### config.mk
export PLATFORM = sky130hd
export DESIGN_NAME = transpose_self_organizing_list
export DESIGN_NICKNAME = d
export VERILOG_FILES = /design/src/tsol_pkg.sv /design/src/tsol_ram.sv /design/src/tsol_engine.sv /design/src/transpose_self_organizing_list.sv
export SDC_FILE = /design/constraint.sdc
export NUM_CORES = 1
export LEC_CHECK = 0
export BUFFER_PORTS_ARGS = -buffer_cell sky130_fd_sc_hd__buf_2
export CORE_MARGIN = 4
export CORE_UTILIZATION = 35
export CTS_CLUSTER_SIZE = 30
export DETAILED_ROUTE_END_ITERATION = 10
export GPL_ROUTABILITY_DRIVEN = 1
export PLACE_DENSITY_LB_ADDON = 0.15
export RECOVER_POWER = 100
export SLEW_MARGIN = 10
export SYNTH_ARGS = -nofsm -noshare
export SYNTH_HDL_FRONTEND = slang
export SYNTH_HIERARCHICAL = 1
export SYNTH_SLANG_ARGS = --single-unit
export TNS_END_PERCENT = 5
### constraint.sdc
create_clock -name clk -period 9.9 [get_ports clk]
set_clock_uncertainty 0.05 [all_clocks]
set_input_delay 2.475 -clock clk [delete_from_list [all_inputs] [get_ports clk]]
set_output_delay 2.475 -clock clk [all_outputs]
set_load 0.02 [all_outputs]
### src/tsol_pkg.sv
`default_nettype none
// ----------------------------------------------------------------------------
// Self-organising list package
// Shared constants, command codes, sequencer states and the result type.
// ----------------------------------------------------------------------------
package tsol_pkg;

    localparam int DEPTH_DEF      = 16;
    localparam int VALUE_BITS_DEF = 32;

    localparam int CMD_W   = 2;
    localparam int VALUE_W = 32;
    localparam int POS_W   = 4;
    localparam int CNT_W   = 5;

    localparam logic [CMD_W-1:0] CMD_INSERT = 2'd0;
    localparam logic [CMD_W-1:0] CMD_SEARCH = 2'd1;
    localparam logic [CMD_W-1:0] CMD_REMOVE = 2'd2;

    typedef enum logic [2:0] {
        ST_IDLE,
        ST_SCAN,
        ST_SWAP,
        ST_SHIFT,
        ST_DONE
    } state_t;

    typedef struct packed {
        logic             status;
        logic [POS_W-1:0] found_position;
        logic [CNT_W-1:0] entry_count;
    } result_t;

endpackage
`default_nettype wire

### src/tsol_ram.sv
`default_nettype none
// ----------------------------------------------------------------------------
// Generic RAM
// One write port and one read port with registered read data.
// ----------------------------------------------------------------------------
module tsol_ram #(
    parameter int WIDTH = 32,
    parameter int DEPTH = 16,
    localparam int AW = (DEPTH > 1) ? $clog2(DEPTH) : 1
) (
    input  wire logic             clk,
    input  wire logic             we,
    input  wire logic [AW-1:0]    waddr,
    input  wire logic [WIDTH-1:0] wdata,
    input  wire logic [AW-1:0]    raddr,
    output logic      [WIDTH-1:0] rdata
);

    logic [WIDTH-1:0] mem_reg [DEPTH];
    logic [WIDTH-1:0] rdata_reg;

    always_ff @(posedge clk)
    begin
        if (we)
        begin
            mem_reg[waddr] <= wdata;
        end
        rdata_reg <= mem_reg[raddr];
    end

    assign rdata = rdata_reg;

endmodule
`default_nettype wire

### src/tsol_engine.sv
`default_nettype none
// ----------------------------------------------------------------------------
// Self-organising list sequencer
// Appends in the idle state, or walks the list through one RAM read port and
// one shared comparator, then does the transpose swap or the closing shift.
// ----------------------------------------------------------------------------
module tsol_engine
    import tsol_pkg::*;
#(
    parameter int DEPTH      = DEPTH_DEF,
    parameter int VALUE_BITS = VALUE_BITS_DEF,
    localparam int AW = (DEPTH > 1) ? $clog2(DEPTH) : 1,
    localparam int CW = $clog2(DEPTH + 1)
) (
    input  wire logic                  clk,
    input  wire logic                  rst_n,
    input  wire logic                  in_valid,
    output logic                       in_stall,
    input  wire logic [CMD_W-1:0]      command,
    input  wire logic [VALUE_W-1:0]    value,
    output logic                       res_valid,
    output result_t                    res,
    input  wire logic                  res_take,
    output logic                       ram_we,
    output logic      [AW-1:0]         ram_waddr,
    output logic      [VALUE_BITS-1:0] ram_wdata,
    output logic      [AW-1:0]         ram_raddr,
    input  wire logic [VALUE_BITS-1:0] ram_rdata
);

    state_t                state_reg, state_next;
    logic [CMD_W-1:0]      cmd_reg, cmd_next;
    logic [VALUE_BITS-1:0] val_reg, val_next;
    logic [VALUE_BITS-1:0] prev_reg, prev_next;
    logic [CW-1:0]         count_reg, count_next;
    logic [CW-1:0]         idx_reg, idx_next;
    logic [AW-1:0]         pos_reg, pos_next;
    logic                  status_reg, status_next;

    logic [63:0]           value_ext;
    logic [VALUE_BITS-1:0] v_in;
    logic [CW-1:0]         idx_inc;
    logic [CW-1:0]         idx_dec;
    logic                  match;
    logic                  more;
    logic [AW+3:0]         pos_ext;
    logic [CW+4:0]         count_ext;

    assign value_ext = {32'b0, value};
    assign v_in      = value_ext[VALUE_BITS-1:0];
    assign idx_inc   = idx_reg + 1'b1;
    assign idx_dec   = idx_reg - 1'b1;
    assign match     = (ram_rdata == val_reg);
    assign more      = (idx_inc < count_reg);
    assign pos_ext   = {4'b0, pos_reg};
    assign count_ext = {5'b0, count_reg};

    always_ff @(posedge clk or negedge rst_n)
    begin
        if (!rst_n)
        begin
            state_reg <= ST_IDLE;
            count_reg <= '0;
        end
        else
        begin
            state_reg <= state_next;
            count_reg <= count_next;
        end
    end

    always_ff @(posedge clk)
    begin
        cmd_reg    <= cmd_next;
        val_reg    <= val_next;
        prev_reg   <= prev_next;
        idx_reg    <= idx_next;
        pos_reg    <= pos_next;
        status_reg <= status_next;
    end

    always_comb
    begin
        state_next  = state_reg;
        cmd_next    = cmd_reg;
        val_next    = val_reg;
        prev_next   = prev_reg;
        count_next  = count_reg;
        idx_next    = idx_reg;
        pos_next    = pos_reg;
        status_next = status_reg;
        ram_we      = 1'b0;
        ram_waddr   = idx_dec[AW-1:0];
        ram_wdata   = ram_rdata;
        ram_raddr   = idx_inc[AW-1:0];
        res_valid   = 1'b0;

        unique case (state_reg)
            ST_IDLE:
            begin
                ram_raddr = '0;
                if (in_valid)
                begin
                    cmd_next    = command;
                    val_next    = v_in;
                    status_next = 1'b1;
                    pos_next    = '0;
                    idx_next    = '0;
                    state_next  = ST_DONE;
                    unique case (command) inside
                        CMD_INSERT:
                        begin
                            if (count_reg < CW'(DEPTH))
                            begin
                                ram_we      = 1'b1;
                                ram_waddr   = count_reg[AW-1:0];
                                ram_wdata   = v_in;
                                count_next  = count_reg + 1'b1;
                                status_next = 1'b0;
                            end
                        end
                        CMD_SEARCH, CMD_REMOVE:
                        begin
                            if (count_reg != '0)
                            begin
                                state_next = ST_SCAN;
                            end
                        end
                        default:
                        begin
                            state_next = ST_DONE;
                        end
                    endcase
                end
            end
            ST_SCAN:
            begin
                if (match)
                begin
                    status_next = 1'b0;
                    pos_next    = idx_reg[AW-1:0];
                    if (cmd_reg == CMD_SEARCH)
                    begin
                        if (idx_reg != '0)
                        begin
                            ram_we     = 1'b1;
                            ram_wdata  = val_reg;
                            state_next = ST_SWAP;
                        end
                        else
                        begin
                            state_next = ST_DONE;
                        end
                    end
                    else if (more)
                    begin
                        idx_next   = idx_inc;
                        state_next = ST_SHIFT;
                    end
                    else
                    begin
                        count_next = count_reg - 1'b1;
                        state_next = ST_DONE;
                    end
                end
                else
                begin
                    prev_next = ram_rdata;
                    if (more)
                    begin
                        idx_next = idx_inc;
                    end
                    else
                    begin
                        state_next = ST_DONE;
                    end
                end
            end
            ST_SWAP:
            begin
                ram_we     = 1'b1;
                ram_waddr  = pos_reg;
                ram_wdata  = prev_reg;
                state_next = ST_DONE;
            end
            ST_SHIFT:
            begin
                ram_we = 1'b1;
                if (more)
                begin
                    idx_next = idx_inc;
                end
                else
                begin
                    count_next = count_reg - 1'b1;
                    state_next = ST_DONE;
                end
            end
            ST_DONE:
            begin
                res_valid = 1'b1;
                if (res_take)
                begin
                    state_next = ST_IDLE;
                end
            end
            default:
            begin
                state_next = ST_IDLE;
            end
        endcase
    end

    assign in_stall           = (state_reg != ST_IDLE);
    assign res.status         = status_reg;
    assign res.found_position = pos_ext[3:0];
    assign res.entry_count    = count_ext[4:0];

endmodule
`default_nettype wire

### src/transpose_self_organizing_list.sv
`default_nettype none
// ----------------------------------------------------------------------------
// Self-organising list with transpose
// Ordered value list supporting append, search with transpose and remove.
// ----------------------------------------------------------------------------
// Usage: an input transaction (in_valid, command, value) is taken when
// in_valid is high and in_stall is low. Each one yields exactly one result
// transaction (status, found_position, entry_count) on the output channel.
// The list lives in a RAM with one read and one write port; a sequencer
// reads one entry per cycle and a single comparator tests it.
// Insert and an unknown command go straight to the result. Search and remove
// scan the list up to the match, or to its end on a miss; a search match past
// the head then adds a swap, and a remove match a shift of each entry behind
// it. in_stall stays high while a transaction is in progress.
// Reset clears the entry count and the control state; the RAM is not
// cleared, as only entries below the count are ever used. While the
// receiver stalls, the result waits in the output register and the block
// can start the next transaction, holding its own result until the
// register is free.
// ----------------------------------------------------------------------------
module transpose_self_organizing_list
    import tsol_pkg::*;
#(
    parameter int DEPTH      = DEPTH_DEF,
    parameter int VALUE_BITS = VALUE_BITS_DEF
) (
    input  wire logic               clk,
    input  wire logic               rst_n,
    input  wire logic               in_valid,
    output logic                    in_stall,
    input  wire logic [CMD_W-1:0]   command,
    input  wire logic [VALUE_W-1:0] value,
    output logic                    out_valid,
    input  wire logic               out_stall,
    output logic                    status,
    output logic      [POS_W-1:0]   found_position,
    output logic      [CNT_W-1:0]   entry_count
);

    localparam int AW = (DEPTH > 1) ? $clog2(DEPTH) : 1;

    logic                  ram_we;
    logic [AW-1:0]         ram_waddr;
    logic [VALUE_BITS-1:0] ram_wdata;
    logic [AW-1:0]         ram_raddr;
    logic [VALUE_BITS-1:0] ram_rdata;

    logic    eng_valid;
    result_t eng_res;
    logic    res_take;

    logic    out_valid_reg;
    result_t out_res_reg;

    tsol_ram #(
        .WIDTH (VALUE_BITS),
        .DEPTH (DEPTH)
    ) u_ram (
        .clk   (clk),
        .we    (ram_we),
        .waddr (ram_waddr),
        .wdata (ram_wdata),
        .raddr (ram_raddr),
        .rdata (ram_rdata)
    );

    tsol_engine #(
        .DEPTH      (DEPTH),
        .VALUE_BITS (VALUE_BITS)
    ) u_engine (
        .clk       (clk),
        .rst_n     (rst_n),
        .in_valid  (in_valid),
        .in_stall  (in_stall),
        .command   (command),
        .value     (value),
        .res_valid (eng_valid),
        .res       (eng_res),
        .res_take  (res_take),
        .ram_we    (ram_we),
        .ram_waddr (ram_waddr),
        .ram_wdata (ram_wdata),
        .ram_raddr (ram_raddr),
        .ram_rdata (ram_rdata)
    );

    assign res_take = eng_valid && (!out_valid_reg || !out_stall);

    always_ff @(posedge clk or negedge rst_n)
    begin
        if (!rst_n)
        begin
            out_valid_reg <= 1'b0;
        end
        else if (res_take)
        begin
            out_valid_reg <= 1'b1;
        end
        else if (!out_stall)
        begin
            out_valid_reg <= 1'b0;
        end
    end

    always_ff @(posedge clk)
    begin
        if (res_take)
        begin
            out_res_reg <= eng_res;
        end
    end

    assign out_valid      = out_valid_reg;
    assign status         = out_res_reg.status;
    assign found_position = out_res_reg.found_position;
    assign entry_count    = out_res_reg.entry_count;

`ifndef SYNTHESIS
    a_busy_after_accept: assert property (@(posedge clk) disable iff (!rst_n)
        in_valid && !in_stall |=> in_stall)
        else $error("block took a transaction without going busy");

    a_miss_position_zero: assert property (@(posedge clk) disable iff (!rst_n)
        out_valid && status |-> found_position == '0)
        else $error("failed transaction reports a non-zero position");

    a_result_held: assert property (@(posedge clk) disable iff (!rst_n)
        eng_valid && out_valid_reg && out_stall |=> eng_valid)
        else $error("finished result dropped while the output was stalled");
`endif

endmodule
`default_nettype wire

---- After elaboration in Yosys (flattened, before gate mapping) ----
Memories as Yosys holds them, arrays and structs flattened. A register that Yosys moved wholly into a read port is not among the register bits.
Index checks and enable logic that the tools add are counted.
word-level totals
  word-level logic and storage cells ...... 109
  memories ................................ 1
  output and inout bits ................... 12
  latch bits .............................. 0
  ROM bits ................................ 0
  RAM bits ................................ 512
  register bits ........................... 95
memory list
  name           words  bits a word  read ports  clocked after Yosys merged registers in  wr ports  RTL line        text
  u_ram.mem_reg  16     32           1           1                                        1         tsol_ram.sv:19  logic [WIDTH-1:0] mem_reg [DEPTH];
cells by class
  equal/unequal tests ..................... 16
  reduce and logical (&&, ||, !) cells .... 19
  muxes and demuxes ....................... 54
  shift operators ......................... 0
  add/sub/neg operators ................... 4
  divide/modulo/power cells ............... 0
  bitwise operators ....................... 1
  multiply operators ...................... 0
  order comparisons ....................... 2
operators by type and width
  operator                                                             number
  32-bit two-way mux                                                   6
  32-bit case mux with 3 select lines                                  1
  5-bit two-way mux                                                    10
  32-bit == test                                                       1
  5-bit case mux with 3 select lines                                   2
  3-bit two-way mux                                                    9
  4-bit two-way mux                                                    6
  4-bit case mux with 2 select lines                                   2
  1-bit two-way mux                                                    15
  3-bit case mux with 5 select lines                                   1
  5-bit by 1-bit adder with 5-bit output (second input constant)       2
  5-bit nonzero test                                                   2
  2-bit by 1-bit != test with 1-bit output (second input constant)     4
  3-bit by 2-bit == test with 1-bit output (second input constant)     2
  2-bit != test (second input constant)                                3
  2-bit AND reduction                                                  3
  3-bit AND reduction                                                  2
  6-bit AND reduction                                                  1
  3-bit nonzero test                                                   2
  5-bit < comparator                                                   1
  5-bit < comparator (second input constant)                           1
  5-bit by 1-bit subtractor with 5-bit output (second input constant)  1
  2-bit by 1-bit == test with 1-bit output (second input constant)     2
  2-bit OR reduction                                                   2
  other kinds (14)                                                     15

---- Logic depth before layout (Yosys ltp) ----
Gate-level depths: netlist (run 1).
  depth after elaboration ................. 7
  mapped depth ............................ 10

---- Hierarchy ----
The synthesis (run 1) kept the hierarchy.
by module, submodules not included
  module                          times used  area an instance (um^2)  sequential area each (um^2)  cells an instance
  tsol_ram                        1           19835.3                  16015.4                      838
  tsol_engine                     1           4947.2                   2482.4                       479
  transpose_self_organizing_list  1           344.1                    325.3                        13

---- Worst setup path after synthesis (run 1) ----
OpenSTA, ideal clock, no wires.
  path type ............................... input -> register
  start point ............................. in command[0]
  end point ............................... mem u_ram.mem_reg[0][0] (enable)
  stages on the path ...................... 10
  setup slack ............................. 3.007 ns
  arrival time ............................ 6.382 ns
  setup time .............................. 0.461 ns
  buffers on the path ..................... 2
  cells stage by stage .................... inv_1 -> ha_1 -> nand3_1 -> buf_4 -> buf_4 -> nor2_1 -> a22oi_1 -> o21ai_0 -> or3b_2 -> nor3_1
on the way
  elaborated cells on any way between the ends .. 9
  classes of those cells .................. 8 x mux; 1 x reduce/logical
RTL lines
  element                             RTL line                              text
  start, declared                     transpose_self_organizing_list.sv:31  input wire logic [CMD_W-1:0] command,
  2-bit zero test (no line)           --
  4-bit two-way mux                   tsol_engine.sv:110                    unique case (command) inside
  4-bit two-way mux                   tsol_engine.sv:102                    if (in_valid)
  4-bit case mux with 2 select lines  tsol_engine.sv:98                     unique case (state_reg)
  named net ram_waddr[3]              transpose_self_organizing_list.sv:43  logic [AW-1:0] ram_waddr;
  end, declared                       tsol_ram.sv:19
The timed path passes the listed nets, and every way through them passes these cells.

---- Worst setup path after layout (run 1) ----
  start point ............................. in command[1]
  end point ............................... mem u_ram.mem_reg[10][11] (enable)
Same word-level chain as after synthesis.

==> results.json, run 1 <==
{
  "die_area_sq_um": 76100,
  "crit_slowest_cell": "clkbuf_1",
  "synth_top_family_by_area": "multiplexers",
  "critPathRequiredTime_ps": 10060,
  "synthFlopType": "edfxtp_1",
  "relSlewSlack": -1.40,
  "dr.pass1.iters": 5,
  "power.leakage_nw": 9.28,
  "peakVddDrop_mv": 0.303,
  "timing.rr.start": "u_engine/state_reg[1]",
  "place_inst": 2282,
  "synth.cell_area_sq_um": 25100,
  "wl_um": 63400,
  "path_buf_inv": 4,
  "p_per_area_nw_per_um2": 350,
  "path_cells": "clkbuf_1 -> inv_1 -> ha_1 -> nand3_1 -> clkbuf_1 -> nor2_1 -> a22oi_1 -> o21ai_0 -> nand2b_1 -> nor2_4 -> clkbuf_1",
  "run_status": "finished, violations left",
  "rows": 97,
  "met2_usage": 0.264,
  "met3_usage": 0.0368,
  "yosysTopAreaCellShare": 0.715,
  "ys_seq_elements": 639,
  "r2r-end": "u_ram/rdata[18]",
  "fp.coreArea_sq_um": 70600,
  "yosys.area.top_type": "edfxtp_1",
  "yosysWarnings": 6,
  "cts_tree": "yes",
  "finalCriticalPeriod_ps": 7630,
  "post_route_cells_drive_above_1_share": 0.188,
  "gp_congestion": 0.739,
  "min_to": "status",
  "die_width_um": 276,
  "post_cts_buffers": 0,
  "met1_usage": 0.240,
  "start_util": 0.356,
  "num-nets-final": 1466,
  "synth_compound_area_frac": 0.0524,
  "synth.avg_cell_area_sq_um": 18.9,
  "post_drt_via_cell_ratio": 5.37,
  "drt_iter0_markers": 1126,
  "syn_to_final_growth_pct": 14.6,
  "final_core_util": 0.408,
  "dp_hpwl_um": 36200,
  "crit_path_end_kind": "flop",
  "cts_max_level": 3,
  "hold_violations": 0,
  "cp_common_cell": "clkbuf_1",
  "antenna_cells": 0,
  "grt_max_degree": 129,
  "grt_pass1_vias": 13100,
  "largest_reg_flops": 512,
  "violations": "capacitance limit, slew limit",
  "insertion_delay_ps": 620,
  "clkSlewWorstSetupHoldPaths_ps": 60,
  "yosys.area_share.simple": 0.0348,
  "worstMarginPinSlew_ps": 3600,
  "grt_use_total": 0.168,
  "rrSetupSlack_ps": 2540,
  "synth.distinct_cells": 57,
  "antenna_found_initial": 0,
  "cts_made_buffers": 72,
  "setup_violations": 0,
  "fmax_ghz": 0.131,
  "rsz0062_at_grt": "false",
  "cts_hold_buf": 0,
  "min_path_type": "reg2reg",
  "grt_most_used_layer": "met2",
  "synthAdderAreaFrac": 0.00627,
  "period_share": 0.771,
  "async_flop_share": 0.0141,
  "overflow": 0,
  "yosysSeqAreaShare": 0.749,
  "vias": 13000,
  "pin_count": 50,
  "yosys.area_share.xor_xnor": 0.0157,
  "synthCells": 1330,
  "detail-route-antenna-nets": 0,
  "die_h_um": 276,
  "rr_worst_depth": 8,
  "drc": 0,
  "yosysMostFrequentCell": "edfxtp_1",
  "slew_viol_final": 212,
  "timing_worst_setup_path_type": "in2reg",
  "cp-start-kind": "primary input",
  "io_buffers": 49,
  "cts_resized": 0,
  "crit_family": "buffers and inverters",
  "cts_root_buf": "clkbuf_16",
  "muxShareOfSynthArea": 0.126,
  "whs_path_depth": 0,
  "cp_max_fo": 17,
  "cap_violations": 7,
  "cts.sinks": 639,
  "synth_common_cells": "edfxtp_1, mux4_2, nor2_1",
  "arrival_ps": 7790,
  "slowest_delay_ps": 1120,
  "synth_edf_count": 598,
  "tns_ps": 0,
  "wl_per_cell_um": 26.3,
  "clk_path_buf_depth": 3,
  "synth.area.top_cells": "edfxtp_1, mux4_2, dfxtp_1, a22oi_1, nor2_1",
  "syn_nets": 1380,
  "hp-start": "u_engine/status_reg",
  "grt_pass1_wl_um": 92600,
  "finalNonFillerCells": 2414
}
## where the power goes
group	leakage (nW)	internal (mW)	total [mW]	switching [mW]
combinational	2.38	1.20	3.41	2.21
clock	1.08	1.47	2.53	1.06
sequential	5.82	3.93	4.13	0.198
## how the worst max path moves through the flow
stage / from / endpoint / cells past startpoint
global placement: command[0] / u_ram/mem_reg[11][3] / 11
detailed placement: command[0] / u_ram/mem_reg[11][11] / 11
finish: command[1] / u_ram/mem_reg[10][11] / 11
CTS: command[0] / u_ram/mem_reg[11][1] / 11
global route: u_engine/state_reg[1] / u_ram/rdata[5] / 8
floorplan: command[0] / u_ram/mem_reg[0][0] / 10
## cells in the final DEF, fill, tap and decap left out, types with 7 or more instances in the layout
cell | netlist | final
edfxtp_1 | 598 | 598
mux4_2 | 128 | 128
nor2_1 | 94 | 86
clkbuf_1 | 35 | 78
clkbuf_16 | 0 | 73
a22oi_1 | 70 | 70
nand2_1 | 48 | 48
o21ai_0 | 39 | 39
xor2_1 | 37 | 37
a21oi_1 | 34 | 33
o22ai_1 | 33 | 33
dfxtp_1 | 32 | 32
mux2i_1 | 28 | 28
buf_4 | 12 | 19
clkinv_1 | 0 | 14
inv_1 | 12 | 13
nor2_4 | 3 | 12
ha_1 | 11 | 11
nor3_1 | 9 | 9
dfrtp_1 | 9 | 8
xnor2_1 | 8 | 8
nor4_1 | 8 | 8
clkinv_2 | 0 | 7
a221o_1 | 7 | 7
## cells by family after synthesis
kind of cell | after synthesis
simple gates | 194
fa+ha+maj | 12
buf+inv | 84
mux | 157
flops | 639
xor+xnor | 45
compound gates | 199
## metrics by stage
stage	hold slack [ps]	power [mW]	worst slack (ps)	area, sq um
after floorplan	377	6.36	3010	25100
after global placement	370	7.56	2940	26600
after detailed placement	356	7.68	2840	26800
after CTS	374	10.2	3510	29000
after global routing	390	10.6	1820	28800
final	374	10.1	2270	28800
## routing by layer
metal,vias to the layer above,share of wire,routed length (um)
met5,-,0,0
met4,0,0.022,1390
met3,80,0.059,3740
met2,364,0.47,30000
met1,6933,0.45,28300
li1,5586,-,-
## cell type report
class | instances | area (sq um)
well taps | 940 | 1180
clock inverters | 32 | 269
flip-flops and latches | 639 | 18800
clock buffers | 100 | 1960
inverters | 13 | 48.8
repair buffers | 83 | 515
fillers | 6369 | 41800
multi-input cells | 607 | 6000
(Power assumes the default switching activity.)
==> inputs of run 2 (changes only) <==
==> constraint.sdc (replaced) <==
create_clock -name clk -period 7 [get_ports clk]
set_clock_uncertainty 0.05 [all_clocks]
set_input_delay 1.75 -clock clk [delete_from_list [all_inputs] [get_ports clk]]
set_output_delay 1.75 -clock clk [all_outputs]
set_load 0.02 [all_outputs]
==> results.json, run 2 (synthesis results as in run 1) <==
{
  "rows": 97,
  "crit_family": "buffers and inverters",
  "drt_iter0_markers": 1149,
  "min_to": "status",
  "timing_worst_setup_path_type": "reg2reg",
  "slew_viol_final": 315,
  "cts_root_buf": "clkbuf_16",
  "seq_area_sq_um": 18800,
  "crit_slowest_cell": "clkbuf_1",
  "rr_worst_depth": 8,
  "grt_pass1_wl_um": 92000,
  "cap_violations": 10,
  "rsz0062_at_grt": "false",
  "final_core_util": 0.407,
  "rrSetupSlack_ps": 1070,
  "timing.rr.start": "u_engine/state_reg[1]",
  "fill_cells": 6417,
  "power.total_mw": 14.6,
  "most-common-layout-cells": "edfxtp_1, mux4_2, clkbuf_1",
  "period_share": 0.847,
  "post_drt_via_cell_ratio": 5.35,
  "cts_hold_buf": 0,
  "post_cts_buffers": 0,
  "antenna_found_initial": 0,
  "wl_um": 63500,
  "die_width_um": 276,
  "start_util": 0.356,
  "p_per_area_nw_per_um2": 510,
  "hold_violations": 0,
  "path_buf_inv": 3,
  "cts.sinks": 639,
  "pin_count": 50,
  "hp-start": "u_engine/status_reg",
  "largest_reg_flops": 512,
  "antenna_cells": 0,
  "gp_congestion": 0.780,
  "slowest_delay_ps": 1960,
  "detail-route-antenna-nets": 0,
  "fmax_ghz": 0.169,
  "cp_common_cell": "clkbuf_1",
  "power_frac_seq": 0.399,
  "combPwrFrac": 0.353,
  "p_sw_frac": 0.360,
  "violations": "capacitance limit, slew limit",
  "critPathRequiredTime_ps": 7140,
  "cts_tree": "yes",
  "power.leakage_nw": 9.22,
  "drc": 0,
  "path_cells": "clkbuf_1 -> or2_1 -> clkbuf_1 -> nor2_1 -> a221o_1 -> o22ai_1 -> nor2_1 -> clkbuf_1",
  "p_int_mw": 9.37,
  "setup_violations": 0,
  "whs_path_depth": 0,
  "clkSlewWorstSetupHoldPaths_ps": 60,
  "grt_max_degree": 96,
  "relSlewSlack": -0.856,
  "vias": 12900,
  "cts_made_buffers": 70,
  "grt_pass1_vias": 12900,
  "wl_per_cell_um": 26.3,
  "cp_max_fo": 49,
  "die_area_sq_um": 76100,
  "tns_ps": 0,
  "num-nets-final": 1470,
  "peakVddDrop_mv": 0.341,
  "grt_use_total": 0.167,
  "io_buffers": 49,
  "die_h_um": 276,
  "cp-start-kind": "flop",
  "r2r-end": "u_ram/mem_reg[5][27]",
  "clkPwrFrac": 0.249,
  "overflow": 0,
  "worstMarginPinSlew_ps": 2780,
  "cts_resized": 0,
  "run_status": "finished, violations left",
  "fp.coreArea_sq_um": 70600,
  "multi_input_area_sq_um": 6030,
  "arrival_ps": 6060,
  "dr.pass1.iters": 5,
  "dp_hpwl_um": 39400,
  "final_common_cell": "edfxtp_1",
  "cts_max_level": 3,
  "p_switching_mw": 5.27,
  "whs_ps": 373,
  "min_path_type": "reg2reg",
  "clk_path_buf_depth": 3,
  "finalCriticalPeriod_ps": 5930,
  "crit_path_end_kind": "flop",
  "insertion_delay_ps": 600,
  "post_route_cells_drive_above_1_share": 0.186,
  "syn_to_final_growth_pct": 14.4
}
run 2: cell count changes in the layout (fill, tap and decap cells not counted), sizes merged:
cell / delta
inv: -4
clkbuf: +15
clkinvlp: +1
bufinv: +4
buf: -14
run 2: layout make-up:
cell class	count	area share
clock inverters	33	0.0121
inverters	13	0.00170
flip-flops and latches	639	0.655
well taps	940	0.0409
repair buffers	89	0.0140
clock buffers	95	0.0664
multi-input cells	607	0.210
run 2: power by group through the flow:
| stage | sequential (mW) | combinational [mW] | clock [mW] |
|---|---|---|---|
| floorplan | 5.81 | 3.18 | 0 |
| global placement | 5.88 | 5.27 | 0 |
| detailed placement | 5.90 | 5.32 | 0 |
| CTS | 5.82 | 5.33 | 3.74 |
| global route | 5.89 | 5.59 | 3.91 |
| finish | 5.84 | 5.17 | 3.64 |
run 2: metal layers:
layer | vias to the layer above | routed length [um] | track usage
met2 | 419 | 27700 | 0.242
met1 | 6833 | 30000 | 0.253
li1 | 5586 | - | -
met5 | - | 0 | 0
met3 | 95 | 4160 | 0.0347
met4 | 0 | 1720 | 0.0534
run 2: worst max path at each step:
stage / startpoint / endpoint / slack, ps / cells past startpoint
final: u_engine/state_reg[1] / u_ram/mem_reg[5][27] / 1070 / 8
after global routing: u_engine/state_reg[1] / u_ram/mem_reg[7][15] / 820 / 4
after CTS: command[0] / u_ram/mem_reg[5][27] / 1880 / 9
after detailed placement: command[0] / u_ram/mem_reg[5][22] / 1250 / 9
after global placement: command[0] / u_ram/mem_reg[3][18] / 1380 / 9
after floorplan: command[0] / u_ram/mem_reg[0][0] / 830 / 10
run 2: stage by stage:
| stage | setup slack (ps) | cells | cell area [sq um] |
|---|---|---|---|
| 2_1_floorplan | 832 | 1330 | 25100 |
| 3_3_place_gp | 1380 | 2288 | 26700 |
| 3_5_place_dp | 1250 | 2288 | 26700 |
| 4_1_cts | 1880 | 2416 | 29000 |
| 5_1_grt | 821 | 2416 | 28700 |
| 6_report | 1070 | 2416 | 28700 |
==> inputs of run 3 (changes only) <==
==> constraint.sdc (replaced) <==
create_clock -name clk -period 4.85 [get_ports clk]
set_clock_uncertainty 0.05 [all_clocks]
set_input_delay 1.2125 -clock clk [delete_from_list [all_inputs] [get_ports clk]]
set_output_delay 1.2125 -clock clk [all_outputs]
set_load 0.02 [all_outputs]
==> results.json, run 3 (synthesis results as in run 1) <==
{
  "insertion_delay_ps": 610,
  "setup_violations": 0,
  "clk_path_buf_depth": 3,
  "run_status": "finished, violations left",
  "num-nets-final": 1518,
  "hold_violations": 0,
  "violations": "capacitance limit, slew limit",
  "power.total_mw": 21.6,
  "cts.sinks": 639,
  "finalCriticalPeriod_ps": 4220,
  "peakVddDrop_mv": 0.596,
  "finalNonFillerCells": 2461,
  "crit_path_end_kind": "flop",
  "clkSlewWorstSetupHoldPaths_ps": 60,
  "rows": 97,
  "post_cts_buffers": 0,
  "grt_max_degree": 71,
  "cts_root_buf": "clkbuf_16",
  "dp_hpwl_um": 41200,
  "cap_violations": 3,
  "antenna_found_initial": 5,
  "cp-start-kind": "flop",
  "gp_congestion": 0.793,
  "fill_cells": 6313,
  "p_per_area_nw_per_um2": 738,
  "timing_worst_setup_path_type": "reg2reg",
  "rr_worst_depth": 7,
  "die_width_um": 276,
  "fmax_ghz": 0.237,
  "rsz0062_at_grt": "false",
  "arrival_ps": 4690,
  "relSlewSlack": -0.137,
  "slew_viol_final": 61,
  "detail-route-antenna-nets": 0,
  "wl_um": 65300,
  "fp.coreArea_sq_um": 70600,
  "largest_reg_flops": 512,
  "place_inst": 2337,
  "drt_iter0_markers": 1352,
  "period_share": 0.869,
  "wl_per_cell_um": 26.5,
  "critPathRequiredTime_ps": 5320,
  "grt_pass1_wl_um": 94000,
  "final_common_cell": "edfxtp_1",
  "post_drt_via_cell_ratio": 5.30,
  "power.leakage_nw": 9.54,
  "setup_ws_ps": 633,
  "multi_input_area_sq_um": 6020,
  "die_area_sq_um": 76100,
  "place_ws_ps": 769,
  "min_path_type": "reg2reg",
  "most-common-layout-cells": "edfxtp_1, mux4_2, nor2_1",
  "grt_pass1_vias": 13000,
  "io_buffers": 49,
  "overflow": 0,
  "cts_max_level": 3,
  "cts_hold_buf": 0,
  "cp_max_fo": 20,
  "antenna_cells": 0,
  "pin_count": 50,
  "start_util": 0.356,
  "die_h_um": 276,
  "cts_resized": 0,
  "cts_made_buffers": 69,
  "cts_tree": "yes",
  "syn_to_final_growth_pct": 16.4,
  "drc": 0,
  "grt_use_total": 0.172,
  "whs_path_depth": 0,
  "seq_area_sq_um": 18800,
  "dr.pass1.iters": 5,
  "post_route_cells_drive_above_1_share": 0.220,
  "worstMarginPinSlew_ps": 1700,
  "vias": 13000
}
-- run 3: changes by cell type in the layout (fill, tap and decap cells not counted), sizes merged --
cell and change:
buf +42, clkinvlp +2, clkinv -7, bufinv +3, clkbuf +2, inv +3
-- run 3: where the power goes --
part           internal (mW)  total (mW)  switching, mW
combinational           2.62        7.77           5.16
clock                   3.27        5.42           2.15
sequential              8.00        8.41          0.411
-- run 3: worst paths after layout --
check	from	endpoint	slack, ps
max in group asynchronous	rst_n	u_engine/state_reg[1]	3810
min in group asynchronous	rst_n	out_valid	520
worst min-delay path	u_engine/status_reg	status	400
worst max-delay path	u_engine/state_reg[0]	u_ram/rdata[24]	630
worst min register to register	u_engine/status_reg	status	400
worst max register to register	u_engine/state_reg[0]	u_ram/rdata[24]	630
-- run 3: layout make-up --
cell class,count,share of cell area
Clock buffer,90,0.0639
Timing Repair Buffer,138,0.0293
Multi-Input combinational cell,607,0.206
Sequential cell,639,0.644
Inverter,13,0.00167
Clock inverter,34,0.0156
Tap cell,940,0.0402
-- run 3: critical path, stage by stage (launching register included) --
cell and delay, ps:
dfrtp_1 690, or2_2 500, nor2_1 670, nor2b_1 280
nor2b_2 1180, clkbuf_1 390, a22oi_1 180, nand2_1 130
-- run 3: stage by stage --
step                hold slack (ps)  TNS [ps]  area (sq um)  utilization
floorplan                       377    -55210         25100            -
global placement                353         0         27200        0.385
detailed placement              366         0         27200        0.385
CTS                             382         0         29500        0.418
global route                    405         0         29300        0.414
finish                          400         0         29300        0.414
-- run 3: routing by layer --
metal	GRT usage	vias to the layer above	wire length (um)
li1	-	5686	-
met1	0.267	6854	31200
met2	0.253	410	29200
met3	0.0282	79	3760
met4	0.0424	4	1090
met5	0	-	27
